<file path="src/rtl/cordic_sine_cosine_defines.svh">
// assertion macros shared by the cordic sine/cosine rtl
`ifndef CORDIC_SINE_COSINE_DEFINES_SVH
`define CORDIC_SINE_COSINE_DEFINES_SVH

`ifndef SYNTHESIS
// condition implies consequence in the same cycle
`define CSC_ASSERT_IMP(lbl, ck, rn, ante, cons) \
    lbl: assert property (@(posedge ck) disable iff (!rn) (ante) |-> (cons)) \
        else $error("csc assertion failed");
// condition implies consequence in the next cycle
`define CSC_ASSERT_NXT(lbl, ck, rn, ante, cons) \
    lbl: assert property (@(posedge ck) disable iff (!rn) (ante) |=> (cons)) \
        else $error("csc assertion failed");
`else
`define CSC_ASSERT_IMP(lbl, ck, rn, ante, cons)
`define CSC_ASSERT_NXT(lbl, ck, rn, ante, cons)
`endif

`endif

</file>
<file path="src/rtl/csc_pkg.sv">
// types, constants and the arctangent table of the cordic sine/cosine block
`timescale 1ns / 1ps

package csc_pkg;

    // datapath word for the rotating vector, angle accumulator and target
    localparam int WORD_W = 18;
    typedef logic signed [WORD_W-1:0] csc_word_t;

    // angle wrap: offset is a multiple of a full turn that makes the angle positive
    localparam int          FULL_TURN    = 360;
    localparam int          HALF_TURN    = 180;
    localparam int          QUARTER_TURN = 90;
    localparam int          EIGHTH_TURN  = 45;
    localparam logic [16:0] WRAP_OFFSET  = 17'd33120;
    localparam logic [15:0] WRAP_RECIP   = 16'd46604;
    localparam int          WRAP_SHIFT   = 24;

    // scaling of 0..45 degrees so that 45 degrees maps to 0x4000
    localparam logic [20:0] SCALE_RECIP  = 21'd1491309;
    localparam int          SCALE_SHIFT  = 16;

    // gain-compensated starting x value
    localparam csc_word_t   START_GAIN   = 18'sh04DBA;

    // quadrant fold applied before rotation
    typedef enum logic [1:0] {
        QTR_NONE,
        QTR_POS,
        QTR_NEG
    } csc_quarter_t;

    // control that travels with each item down the chain
    typedef struct packed {
        logic         valid;
        logic         half_neg;
        csc_quarter_t quarter;
    } csc_tag_t;

    // vector state of one item
    typedef struct packed {
        csc_word_t c;
        csc_word_t s;
        csc_word_t acc;
        csc_word_t target;
    } csc_vec_t;

    // arctangent of 2^-i, 45 degrees = 0x4000
    function automatic csc_word_t arc_angle(input logic [3:0] idx);
        csc_word_t v;
        case (idx)
            4'd0:    v = 18'sh04000;
            4'd1:    v = 18'sh025C8;
            4'd2:    v = 18'sh013F6;
            4'd3:    v = 18'sh00A22;
            4'd4:    v = 18'sh00516;
            4'd5:    v = 18'sh0028B;
            4'd6:    v = 18'sh00145;
            4'd7:    v = 18'sh000A2;
            4'd8:    v = 18'sh00051;
            4'd9:    v = 18'sh00029;
            4'd10:   v = 18'sh00014;
            4'd11:   v = 18'sh0000A;
            4'd12:   v = 18'sh00005;
            4'd13:   v = 18'sh00003;
            4'd14:   v = 18'sh00002;
            default: v = 18'sh00001;
        endcase
        return v;
    endfunction

endpackage

</file>
<file path="src/rtl/csc_prep.sv">
// front end: wraps, folds and scales the angle in four pipeline stages
`timescale 1ns / 1ps
`include "cordic_sine_cosine_defines.svh"

module csc_prep
(
    input  logic                 clk,
    input  logic                 rst_n,
    input  logic                 adv,
    input  logic                 in_valid,
    input  logic signed [15:0]   angle_degrees,
    output csc_pkg::csc_tag_t    tag_out,
    output csc_pkg::csc_vec_t    vec_out
);

    // stage 1: offset angle and reciprocal quotient by a full turn
    logic [16:0] s1_u;
    logic [32:0] s1_prod;
    logic        s1_valid_reg;
    logic [16:0] s1_u_reg;
    logic [8:0]  s1_q_reg;

    // stage 2: remainder and wrap into -180..180
    logic [16:0]       s2_qx;
    logic [8:0]        s2_rem;
    logic signed [8:0] s2_wrap;
    logic              s2_valid_reg;
    logic signed [8:0] s2_ang_reg;

    // stage 3: half-plane and quadrant fold
    logic signed [8:0]     s3_half;
    logic signed [8:0]     s3_fold;
    logic                  s3_half_neg;
    csc_pkg::csc_quarter_t s3_quarter;
    logic                  s3_valid_reg;
    logic signed [6:0]     s3_ang_reg;
    logic                  s3_half_neg_reg;
    csc_pkg::csc_quarter_t s3_quarter_reg;

    // stage 4: scale to 45 degrees = 0x4000 and apply sign
    logic [5:0]            s4_mag;
    logic [26:0]           s4_prod;
    logic [14:0]           s4_scaled;
    csc_pkg::csc_word_t    s4_target;
    logic                  s4_valid_reg;
    csc_pkg::csc_word_t    s4_target_reg;
    logic                  s4_half_neg_reg;
    csc_pkg::csc_quarter_t s4_quarter_reg;

    // stage 1 datapath
    assign s1_u    = 17'(int'(angle_degrees) + int'(csc_pkg::WRAP_OFFSET));
    assign s1_prod = 33'(s1_u) * 33'(csc_pkg::WRAP_RECIP);

    // stage 2 datapath
    always_comb
    begin
        s2_qx  = 17'(s1_q_reg) * 17'(csc_pkg::FULL_TURN);
        s2_rem = 9'(s1_u_reg - s2_qx);
        if (s2_rem > 9'(csc_pkg::HALF_TURN))
        begin
            s2_wrap = 9'(int'(s2_rem) - csc_pkg::FULL_TURN);
        end
        else
        begin
            s2_wrap = $signed(s2_rem);
        end
    end

    // stage 3 datapath
    always_comb
    begin
        if (s2_ang_reg < -9'sd90)
        begin
            s3_half     = s2_ang_reg + 9'(csc_pkg::HALF_TURN);
            s3_half_neg = 1'b1;
        end
        else if (s2_ang_reg > 9'sd90)
        begin
            s3_half     = s2_ang_reg - 9'(csc_pkg::HALF_TURN);
            s3_half_neg = 1'b1;
        end
        else
        begin
            s3_half     = s2_ang_reg;
            s3_half_neg = 1'b0;
        end

        if (s3_half < -9'sd45)
        begin
            s3_fold    = s3_half + 9'(csc_pkg::QUARTER_TURN);
            s3_quarter = csc_pkg::QTR_NEG;
        end
        else if (s3_half > 9'sd45)
        begin
            s3_fold    = s3_half - 9'(csc_pkg::QUARTER_TURN);
            s3_quarter = csc_pkg::QTR_POS;
        end
        else
        begin
            s3_fold    = s3_half;
            s3_quarter = csc_pkg::QTR_NONE;
        end
    end

    // stage 4 datapath: (mag << 10) / 45 by reciprocal, then << 4
    always_comb
    begin
        s4_mag    = s3_ang_reg[6] ? 6'(-s3_ang_reg) : 6'(s3_ang_reg);
        s4_prod   = 27'(s4_mag) * 27'(csc_pkg::SCALE_RECIP);
        s4_scaled = {s4_prod[csc_pkg::SCALE_SHIFT +: 11], 4'b0000};
        if (s3_ang_reg[6])
        begin
            s4_target = -$signed({3'b000, s4_scaled});
        end
        else
        begin
            s4_target = $signed({3'b000, s4_scaled});
        end
    end

    // valid bits
    always_ff @(posedge clk or negedge rst_n)
    begin
        if (!rst_n)
        begin
            s1_valid_reg <= 1'b0;
            s2_valid_reg <= 1'b0;
            s3_valid_reg <= 1'b0;
            s4_valid_reg <= 1'b0;
        end
        else if (adv)
        begin
            s1_valid_reg <= in_valid;
            s2_valid_reg <= s1_valid_reg;
            s3_valid_reg <= s2_valid_reg;
            s4_valid_reg <= s3_valid_reg;
        end
    end

    // stage payload
    always_ff @(posedge clk)
    begin
        if (adv)
        begin
            s1_u_reg        <= s1_u;
            s1_q_reg        <= s1_prod[csc_pkg::WRAP_SHIFT +: 9];
            s2_ang_reg      <= s2_wrap;
            s3_ang_reg      <= 7'(s3_fold);
            s3_half_neg_reg <= s3_half_neg;
            s3_quarter_reg  <= s3_quarter;
            s4_target_reg   <= s4_target;
            s4_half_neg_reg <= s3_half_neg_reg;
            s4_quarter_reg  <= s3_quarter_reg;
        end
    end

    // hand-off to the first rotation cell
    always_comb
    begin
        tag_out.valid    = s4_valid_reg;
        tag_out.half_neg = s4_half_neg_reg;
        tag_out.quarter  = s4_quarter_reg;
        vec_out.c        = csc_pkg::START_GAIN;
        vec_out.s        = '0;
        vec_out.acc      = '0;
        vec_out.target   = s4_target_reg;
    end

    // wrapped angle stays within half a turn
    `CSC_ASSERT_IMP(a_wrap_range, clk, rst_n, s2_valid_reg,
        (s2_ang_reg >= -9'sd180) && (s2_ang_reg <= 9'sd180))
    // folded angle stays within an eighth of a turn
    `CSC_ASSERT_IMP(a_fold_range, clk, rst_n, s3_valid_reg,
        (s3_ang_reg >= -7'sd45) && (s3_ang_reg <= 7'sd45))
    // scaled target never exceeds 0x4000 in magnitude
    `CSC_ASSERT_IMP(a_target_range, clk, rst_n, s4_valid_reg,
        (s4_target_reg >= -18'sd16384) && (s4_target_reg <= 18'sd16384))

endmodule

</file>
<file path="src/rtl/csc_cell.sv">
// one cordic micro-rotation cell of the rotation chain
`timescale 1ns / 1ps

module csc_cell
#(
    parameter int STAGE_INDEX = 0
)
(
    input  logic              clk,
    input  logic              rst_n,
    input  logic              adv,
    input  logic [4:0]        steps,
    input  csc_pkg::csc_tag_t tag_in,
    input  csc_pkg::csc_vec_t vec_in,
    output csc_pkg::csc_tag_t tag_out,
    output csc_pkg::csc_vec_t vec_out
);

    csc_pkg::csc_word_t c_sh;
    csc_pkg::csc_word_t s_sh;
    csc_pkg::csc_word_t arc;
    csc_pkg::csc_vec_t  vec_next;
    csc_pkg::csc_tag_t  tag_reg;
    csc_pkg::csc_vec_t  vec_reg;

    // rotate toward the target when this cell is enabled, else pass through
    always_comb
    begin
        c_sh     = $signed(vec_in.c) >>> STAGE_INDEX;
        s_sh     = $signed(vec_in.s) >>> STAGE_INDEX;
        arc      = csc_pkg::arc_angle(4'(STAGE_INDEX));
        vec_next = vec_in;
        if (5'(STAGE_INDEX) < steps)
        begin
            if ($signed(vec_in.target) < $signed(vec_in.acc))
            begin
                vec_next.c   = vec_in.c + s_sh;
                vec_next.s   = vec_in.s - c_sh;
                vec_next.acc = vec_in.acc - arc;
            end
            else
            begin
                vec_next.c   = vec_in.c - s_sh;
                vec_next.s   = vec_in.s + c_sh;
                vec_next.acc = vec_in.acc + arc;
            end
        end
    end

    // control register
    always_ff @(posedge clk or negedge rst_n)
    begin
        if (!rst_n)
        begin
            tag_reg <= '0;
        end
        else if (adv)
        begin
            tag_reg <= tag_in;
        end
    end

    // vector register
    always_ff @(posedge clk)
    begin
        if (adv)
        begin
            vec_reg <= vec_next;
        end
    end

    assign tag_out = tag_reg;
    assign vec_out = vec_reg;

endmodule

</file>
<file path="src/rtl/csc_out.sv">
// quadrant and half-plane correction, output register and skid buffer
`timescale 1ns / 1ps
`include "cordic_sine_cosine_defines.svh"

module csc_out
(
    input  logic              clk,
    input  logic              rst_n,
    input  csc_pkg::csc_tag_t tag_in,
    input  csc_pkg::csc_vec_t vec_in,
    output logic              adv,
    output logic              out_valid,
    input  logic              out_ready,
    output logic [16:0]       sine_value,
    output logic [16:0]       cosine_value
);

    csc_pkg::csc_word_t c_abs;
    csc_pkg::csc_word_t sin_q;
    csc_pkg::csc_word_t cos_q;
    csc_pkg::csc_word_t sin_fix;
    csc_pkg::csc_word_t cos_fix;

    logic        out_valid_reg;
    logic        out_valid_next;
    logic        skid_valid_reg;
    logic        skid_valid_next;
    logic        out_load;
    logic        skid_load;
    logic        skid_drain;
    logic [16:0] out_sin_reg;
    logic [16:0] out_cos_reg;
    logic [16:0] skid_sin_reg;
    logic [16:0] skid_cos_reg;

    // cosine made non-negative, then quadrant swap and half-plane negate
    always_comb
    begin
        c_abs = ($signed(vec_in.c) < 0) ? -vec_in.c : vec_in.c;
        case (tag_in.quarter)
            csc_pkg::QTR_POS:
            begin
                sin_q = c_abs;
                cos_q = -vec_in.s;
            end
            csc_pkg::QTR_NEG:
            begin
                sin_q = -c_abs;
                cos_q = vec_in.s;
            end
            default:
            begin
                sin_q = vec_in.s;
                cos_q = c_abs;
            end
        endcase
        sin_fix = tag_in.half_neg ? -sin_q : sin_q;
        cos_fix = tag_in.half_neg ? -cos_q : cos_q;
    end

    // pipeline advances while the skid stage is empty
    assign adv = !skid_valid_reg;

    // output and skid control
    always_comb
    begin
        out_valid_next  = out_valid_reg;
        skid_valid_next = skid_valid_reg;
        out_load        = 1'b0;
        skid_load       = 1'b0;
        skid_drain      = 1'b0;
        if (!skid_valid_reg)
        begin
            if (!out_valid_reg || out_ready)
            begin
                out_valid_next = tag_in.valid;
                out_load       = tag_in.valid;
            end
            else if (tag_in.valid)
            begin
                skid_valid_next = 1'b1;
                skid_load       = 1'b1;
            end
        end
        else if (out_ready)
        begin
            skid_valid_next = 1'b0;
            skid_drain      = 1'b1;
        end
    end

    // valid flags
    always_ff @(posedge clk or negedge rst_n)
    begin
        if (!rst_n)
        begin
            out_valid_reg  <= 1'b0;
            skid_valid_reg <= 1'b0;
        end
        else
        begin
            out_valid_reg  <= out_valid_next;
            skid_valid_reg <= skid_valid_next;
        end
    end

    // result payload
    always_ff @(posedge clk)
    begin
        if (out_load)
        begin
            out_sin_reg <= sin_fix[16:0];
            out_cos_reg <= cos_fix[16:0];
        end
        else if (skid_drain)
        begin
            out_sin_reg <= skid_sin_reg;
            out_cos_reg <= skid_cos_reg;
        end
        if (skid_load)
        begin
            skid_sin_reg <= sin_fix[16:0];
            skid_cos_reg <= cos_fix[16:0];
        end
    end

    assign out_valid    = out_valid_reg;
    assign sine_value   = out_sin_reg;
    assign cosine_value = out_cos_reg;

    // skid stage only fills behind a waiting result
    `CSC_ASSERT_IMP(a_skid_behind_out, clk, rst_n, skid_valid_reg, out_valid_reg)
    // a full skid stage holds until the output transfer happens
    `CSC_ASSERT_NXT(a_skid_holds, clk, rst_n, skid_valid_reg && !out_ready,
        skid_valid_reg)
    // a new result arriving while the result is stalled fills the skid stage
    `CSC_ASSERT_NXT(a_skid_fill_stall, clk, rst_n,
        !skid_valid_reg && out_valid_reg && !out_ready && tag_in.valid,
        skid_valid_reg && out_valid_reg)

endmodule

</file>
<file path="src/rtl/cordic_sine_cosine.sv">
// cordic sine/cosine: an accepted angle is registered through these stages in order:
// four front-end stages wrap, fold and scale the angle, one cell per micro-rotation
// follows, then a correction and output register stage
// throughput one angle per cycle while results are taken; a stalled result lets one
// more angle into the skid stage, then input waits until the skid stage drains
// rst_n clears all valid flags and sets rotation_count to 12; no clearing pass
`timescale 1ns / 1ps

module cordic_sine_cosine
#(
    parameter int MAX_STAGES = 16
)
(
    input  logic        clk,
    input  logic        rst_n,
    // configuration: rotation_count
    input  logic        cfg_we,
    input  logic [4:0]  cfg_wdata,
    // input stream
    input  logic        s_axis_tvalid,
    output logic        s_axis_tready,
    input  logic [15:0] s_axis_tdata,   // [15:0] angle_degrees
    // output stream
    output logic        m_axis_tvalid,
    input  logic        m_axis_tready,
    output logic [39:0] m_axis_tdata    // [16:0] sine_value, [33:17] cosine_value
);

    localparam logic [4:0] STAGE_LIMIT = 5'(MAX_STAGES);

    logic [4:0]        count_reg;
    logic [4:0]        steps;
    logic              adv;
    logic [16:0]       sine_value;
    logic [16:0]       cosine_value;
    csc_pkg::csc_tag_t tag [0:MAX_STAGES];
    csc_pkg::csc_vec_t vec [0:MAX_STAGES];

    // rotation count register
    always_ff @(posedge clk or negedge rst_n)
    begin
        if (!rst_n)
        begin
            count_reg <= 5'd12;
        end
        else if (cfg_we)
        begin
            count_reg <= cfg_wdata;
        end
    end

    // clamp the rotation count to the number of cells
    assign steps = (count_reg > STAGE_LIMIT) ? STAGE_LIMIT : count_reg;

    // input transfer accepted whenever the pipeline can move
    assign s_axis_tready = adv;

    csc_prep u_prep
    (
        .clk           (clk),
        .rst_n         (rst_n),
        .adv           (adv),
        .in_valid      (s_axis_tvalid),
        .angle_degrees ($signed(s_axis_tdata)),
        .tag_out       (tag[0]),
        .vec_out       (vec[0])
    );

    // chain of rotation cells
    for (genvar g = 0; g < MAX_STAGES; g++)
    begin : g_cell
        csc_cell
        #(
            .STAGE_INDEX (g)
        )
        u_cell
        (
            .clk     (clk),
            .rst_n   (rst_n),
            .adv     (adv),
            .steps   (steps),
            .tag_in  (tag[g]),
            .vec_in  (vec[g]),
            .tag_out (tag[g+1]),
            .vec_out (vec[g+1])
        );
    end

    csc_out u_out
    (
        .clk          (clk),
        .rst_n        (rst_n),
        .tag_in       (tag[MAX_STAGES]),
        .vec_in       (vec[MAX_STAGES]),
        .adv          (adv),
        .out_valid    (m_axis_tvalid),
        .out_ready    (m_axis_tready),
        .sine_value   (sine_value),
        .cosine_value (cosine_value)
    );

    assign m_axis_tdata = {6'b000000, cosine_value, sine_value};

endmodule

</file>
<file path="config.mk">
export PLATFORM = sky130hd
export DESIGN_NAME = cordic_sine_cosine
export DESIGN_NICKNAME = d
export VERILOG_FILES = /design/src/rtl/csc_pkg.sv /design/src/rtl/csc_prep.sv /design/src/rtl/csc_cell.sv /design/src/rtl/csc_out.sv /design/src/rtl/cordic_sine_cosine.sv
export VERILOG_INCLUDE_DIRS = /design/src /design/src/rtl
export SDC_FILE = /design/constraint.sdc
export NUM_CORES = 2
export LEC_CHECK = 0
export BUFFER_PORTS_ARGS = -buffer_cell sky130_fd_sc_hd__buf_2
export CORE_AREA = 4 4 417 419
export CTS_BUF_LIST = sky130_fd_sc_hd__clkbuf_8 sky130_fd_sc_hd__clkbuf_16
export CTS_CLUSTER_DIAMETER = 80
export DETAILED_ROUTE_END_ITERATION = 8
export DIE_AREA = 0 0 421 423
export PLACE_DENSITY_LB_ADDON = 0.12
export SETUP_SLACK_MARGIN = 0.2
export SKIP_LAST_GASP = 1
export SLEW_MARGIN = 20
export SYNTH_ARGS = -nofsm -noshare
export SYNTH_HDL_FRONTEND = slang
export SYNTH_SLANG_ARGS = --single-unit
</file>
<file path="constraint.sdc">
create_clock -name clk -period 45.8 [get_ports clk]
set_input_delay 4.58 -clock clk [delete_from_list [all_inputs] [get_ports clk]]
set_output_delay 4.58 -clock clk [all_outputs]
set_load 0.005 [all_outputs]
</file>
==> metrics <==
status=complete, no violations; DRC errors left=0; hold wc startpoint=u_prep.s4_target_reg[15]; Clk Latency, worst-skew pair=0.79 ns; number of synthesized flops with an enable pin=1,100; Seq/Total Area, Yosys=37.5%; Crit Path Max Fanout=7; Initial Utilization=54.5%; RSZ-0062 raised after global routing=no; worst r2r dst=g_cell[9].u_cell.vec_out[71]; Avg Cell Area, Syn=9.57 sq um; Num Clock Sinks=1,175; setup TNS=0 ns; post-synth cell types=100; buffer depth of the longest clock path=3; CP Data Required Time=46.33 ns; Nets=11,000; WHS Endpoint=g_cell[0].u_cell.vec_out[15]; chip height=423 um; ys async rst share=6.38%; first-pass GRT wire length=361,000 um; Post-CTS Setup Repair Bufs=0; Register-to-Register Setup Slack=38.48 ns; Most used DFF post-synth=edfxtp_1; Detail Route Antenna Nets=0; num ports=68; pin count of the biggest net entering global routing=185; Reg clk slew, reported paths=0.05 ns; Area growth, synth to finish=8.12%; initial antenna violation count=1; core footprint=0.171 sq mm; Fmax achieved=95.7 MHz; post-CTS sizing=0; GR Overflow Total=0; final hold vios=0; reg2reg start=g_cell[8].u_cell.vec_out[29]; die area=0.178 sq mm; max reg flops=981; drt total wl=222,000 um; worst slew pin tran=1.09 ns; startpoint types=input pin; IO Port Bufs=61; diode count=0; DRT Pass-1 Iters=6; Final period util=22.8%; WL per Instance=18.4 um; Clock Skew=0.0317 ns; H-tree level count=4; gpl congestion=0.888; GRT Total Usage=24.6%; CTS root buf=clkbuf_16; Mapped Area=0.0930 sq mm; post-DP HPWL=171,000 um; Num CTS Buffers=144; Hold WC Path Type=flip-flop to flip-flop; Post-Syn Instances=9,719; vias in the first global route=69,700; drt first-iter violations=4,405; type of element capturing the critical path=flip-flop; layout cells sized above 1=6.24%; Hold Crit Depth=0; number of max-cap violations=0; FP Rows=152; Slew Limit Fails=0; Yosys reg bits=1,175; R2R depth=22; vias per cell=5.82; CP Class=input pin to flip-flop; Slew Limit Headroom=27.2%; CTS tree=built; Die W=421 um; count of final setup violators=0; Synth warnings=0; fin crit period=10.45 ns; Post-CTS Hold Fix Bufs=0; WP data arrival=10.98 ns; via count=70,300
metal layers:
layer | vias to the layer above | track usage (%) | share of wire (%)
met3 | 456 | 2.73 | 3.4
met5 | - | 0 | 0.0090
met1 | 33300 | 29.5 | 42
met2 | 1338 | 45.1 | 51
met4 | 2 | 9.94 | 4.1
li1 | 35100 | - | -
layout make-up:
| cell class | instances | area (sq um) |
|---|---|---|
| repair buffers | 127 | 868 |
| well taps | 2233 | 2790 |
| fillers | 14600 | 70100 |
| inverters | 777 | 2920 |
| clock inverters | 114 | 988 |
| multi-input cells | 7501 | 54300 |
| flip-flops and latches | 1175 | 34900 |
| clock buffers | 151 | 3740 |
worst max-delay path by stage:
stage / startpoint / end / slack (ns) / cells past startpoint
after global routing: s_axis_tdata[5] / u_prep.s1_q_reg[5] / 34.88 / 21
after detailed placement: s_axis_tdata[5] / u_prep.s1_q_reg[5] / 34.49 / 21
final: s_axis_tdata[5] / u_prep.s1_q_reg[5] / 35.35 / 21
after global placement: s_axis_tdata[5] / u_prep.s1_q_reg[5] / 34.41 / 21
after CTS: s_axis_tdata[5] / u_prep.s1_q_reg[5] / 35.34 / 21
after floorplan: u_out.skid_valid_reg / u_out.cosine_value[0] / 11.05 / 3
through the flow:
step / hold slack (ns) / area [sq um] / utilization (%) / instances / worst slack [ns]
final: 0.415 / 101000 / 58.9 / 12100 / 35.35
after detailed placement: 0.405 / 95800 / 56.1 / 11800 / 34.49
after global routing: 0.419 / 101000 / 58.9 / 12100 / 34.88
after CTS: 0.416 / 101000 / 58.9 / 12100 / 35.34
after floorplan: 0.400 / 93000 / - / 9725 / 11.05
after global placement: 0.403 / 95800 / 56.1 / 11800 / 34.41
logic make-up after synthesis:
kind of cell | Yosys count | share of synthesized area [%]
AO/OA/AOI/OAI | 2544 | 16.9
XOR/XNOR | 942 | 8.88
adder cells (fa/ha/maj) | 1226 | 17.4
buffers and inverters | 1049 | 4.27
flip-flops | 1175 | 37.5
multiplexers | 192 | 2.29
other | 1 | 0.00403
AND/OR/NAND/NOR | 2590 | 12.7
worst max-delay path: stages:
cell       delay [ns]
buf_2            0.11
inv_1            0.16
ha_1             0.28
xnor2_1          0.58
ha_1             0.40
inv_1            0.10
fa_1             0.42
fa_1             0.55
fa_1             0.57
inv_1            0.06
fa_1             0.50
fa_1             0.50
ha_1             0.32
a21o_1           0.17
a21o_1           0.18
a21oi_1          0.20
o211ai_1         0.15
a2111oi_0        0.63
o31ai_1          0.21
a21oi_1          0.20
xnor2_1          0.08
cells in the mapped netlist, types with 16 or more instances:
cell type	n	area, sq um
a2111oi_0	18	158
a211o_1	24	210
a211oi_1	66	495
a21boi_0	27	203
a21o_1	244	1830
a21oi_1	861	4310
a311oi_1	17	149
a31o_2	18	158
a31oi_1	83	519
and2_1	31	194
and3_1	69	432
buf_1	28	105
clkbuf_1	234	878
dfrtp_1	73	1830
edfxtp_1	1100	33000
fa_1	116	2320
ha_1	1110	13900
inv_1	770	2890
mux2_2	152	1710
mux2i_1	37	370
nand2_1	864	3240
nand2b_1	72	450
nand3_1	183	916
nand3b_1	16	120
nand4_1	30	188
nor2_1	803	3010
nor2b_1	60	375
nor3_1	206	1030
nor3b_1	22	165
nor4_1	38	238
o2111ai_1	24	210
o211ai_1	44	330
o21a_1	67	503
o21ai_0	626	3130
o21bai_1	120	901
o31ai_1	101	758
o41ai_1	34	298
or2_2	39	244
or3_1	78	488
or4_1	21	158
xnor2_1	597	5230
xor2_1	344	3010
layout by cell type (no fill, tap or decap), types with 38 or more instances in the layout:
cell,n
nand2_1,861
nor2_1,799
xor2_1,344
xnor2_1,597
a21oi_1,855
nor2b_1,60
buf_2,60
mux2_2,152
edfxtp_1,1100
and3_1,69
nand2b_1,72
o31ai_1,101
or2_2,39
ha_1,1110
nand3_1,182
nor4_1,38
o21a_1,67
a211oi_1,66
clkbuf_16,148
buf_4,61
o21bai_1,120
a31oi_1,79
o211ai_1,44
inv_1,794
or3_1,77
fa_1,116
a21o_1,242
o21ai_0,620
dfrtp_1,71
nor3_1,206
Power is left out: the tool's default activity adds up to more than one toggle a clock period on the data nets, which glitch-free logic cannot reach.
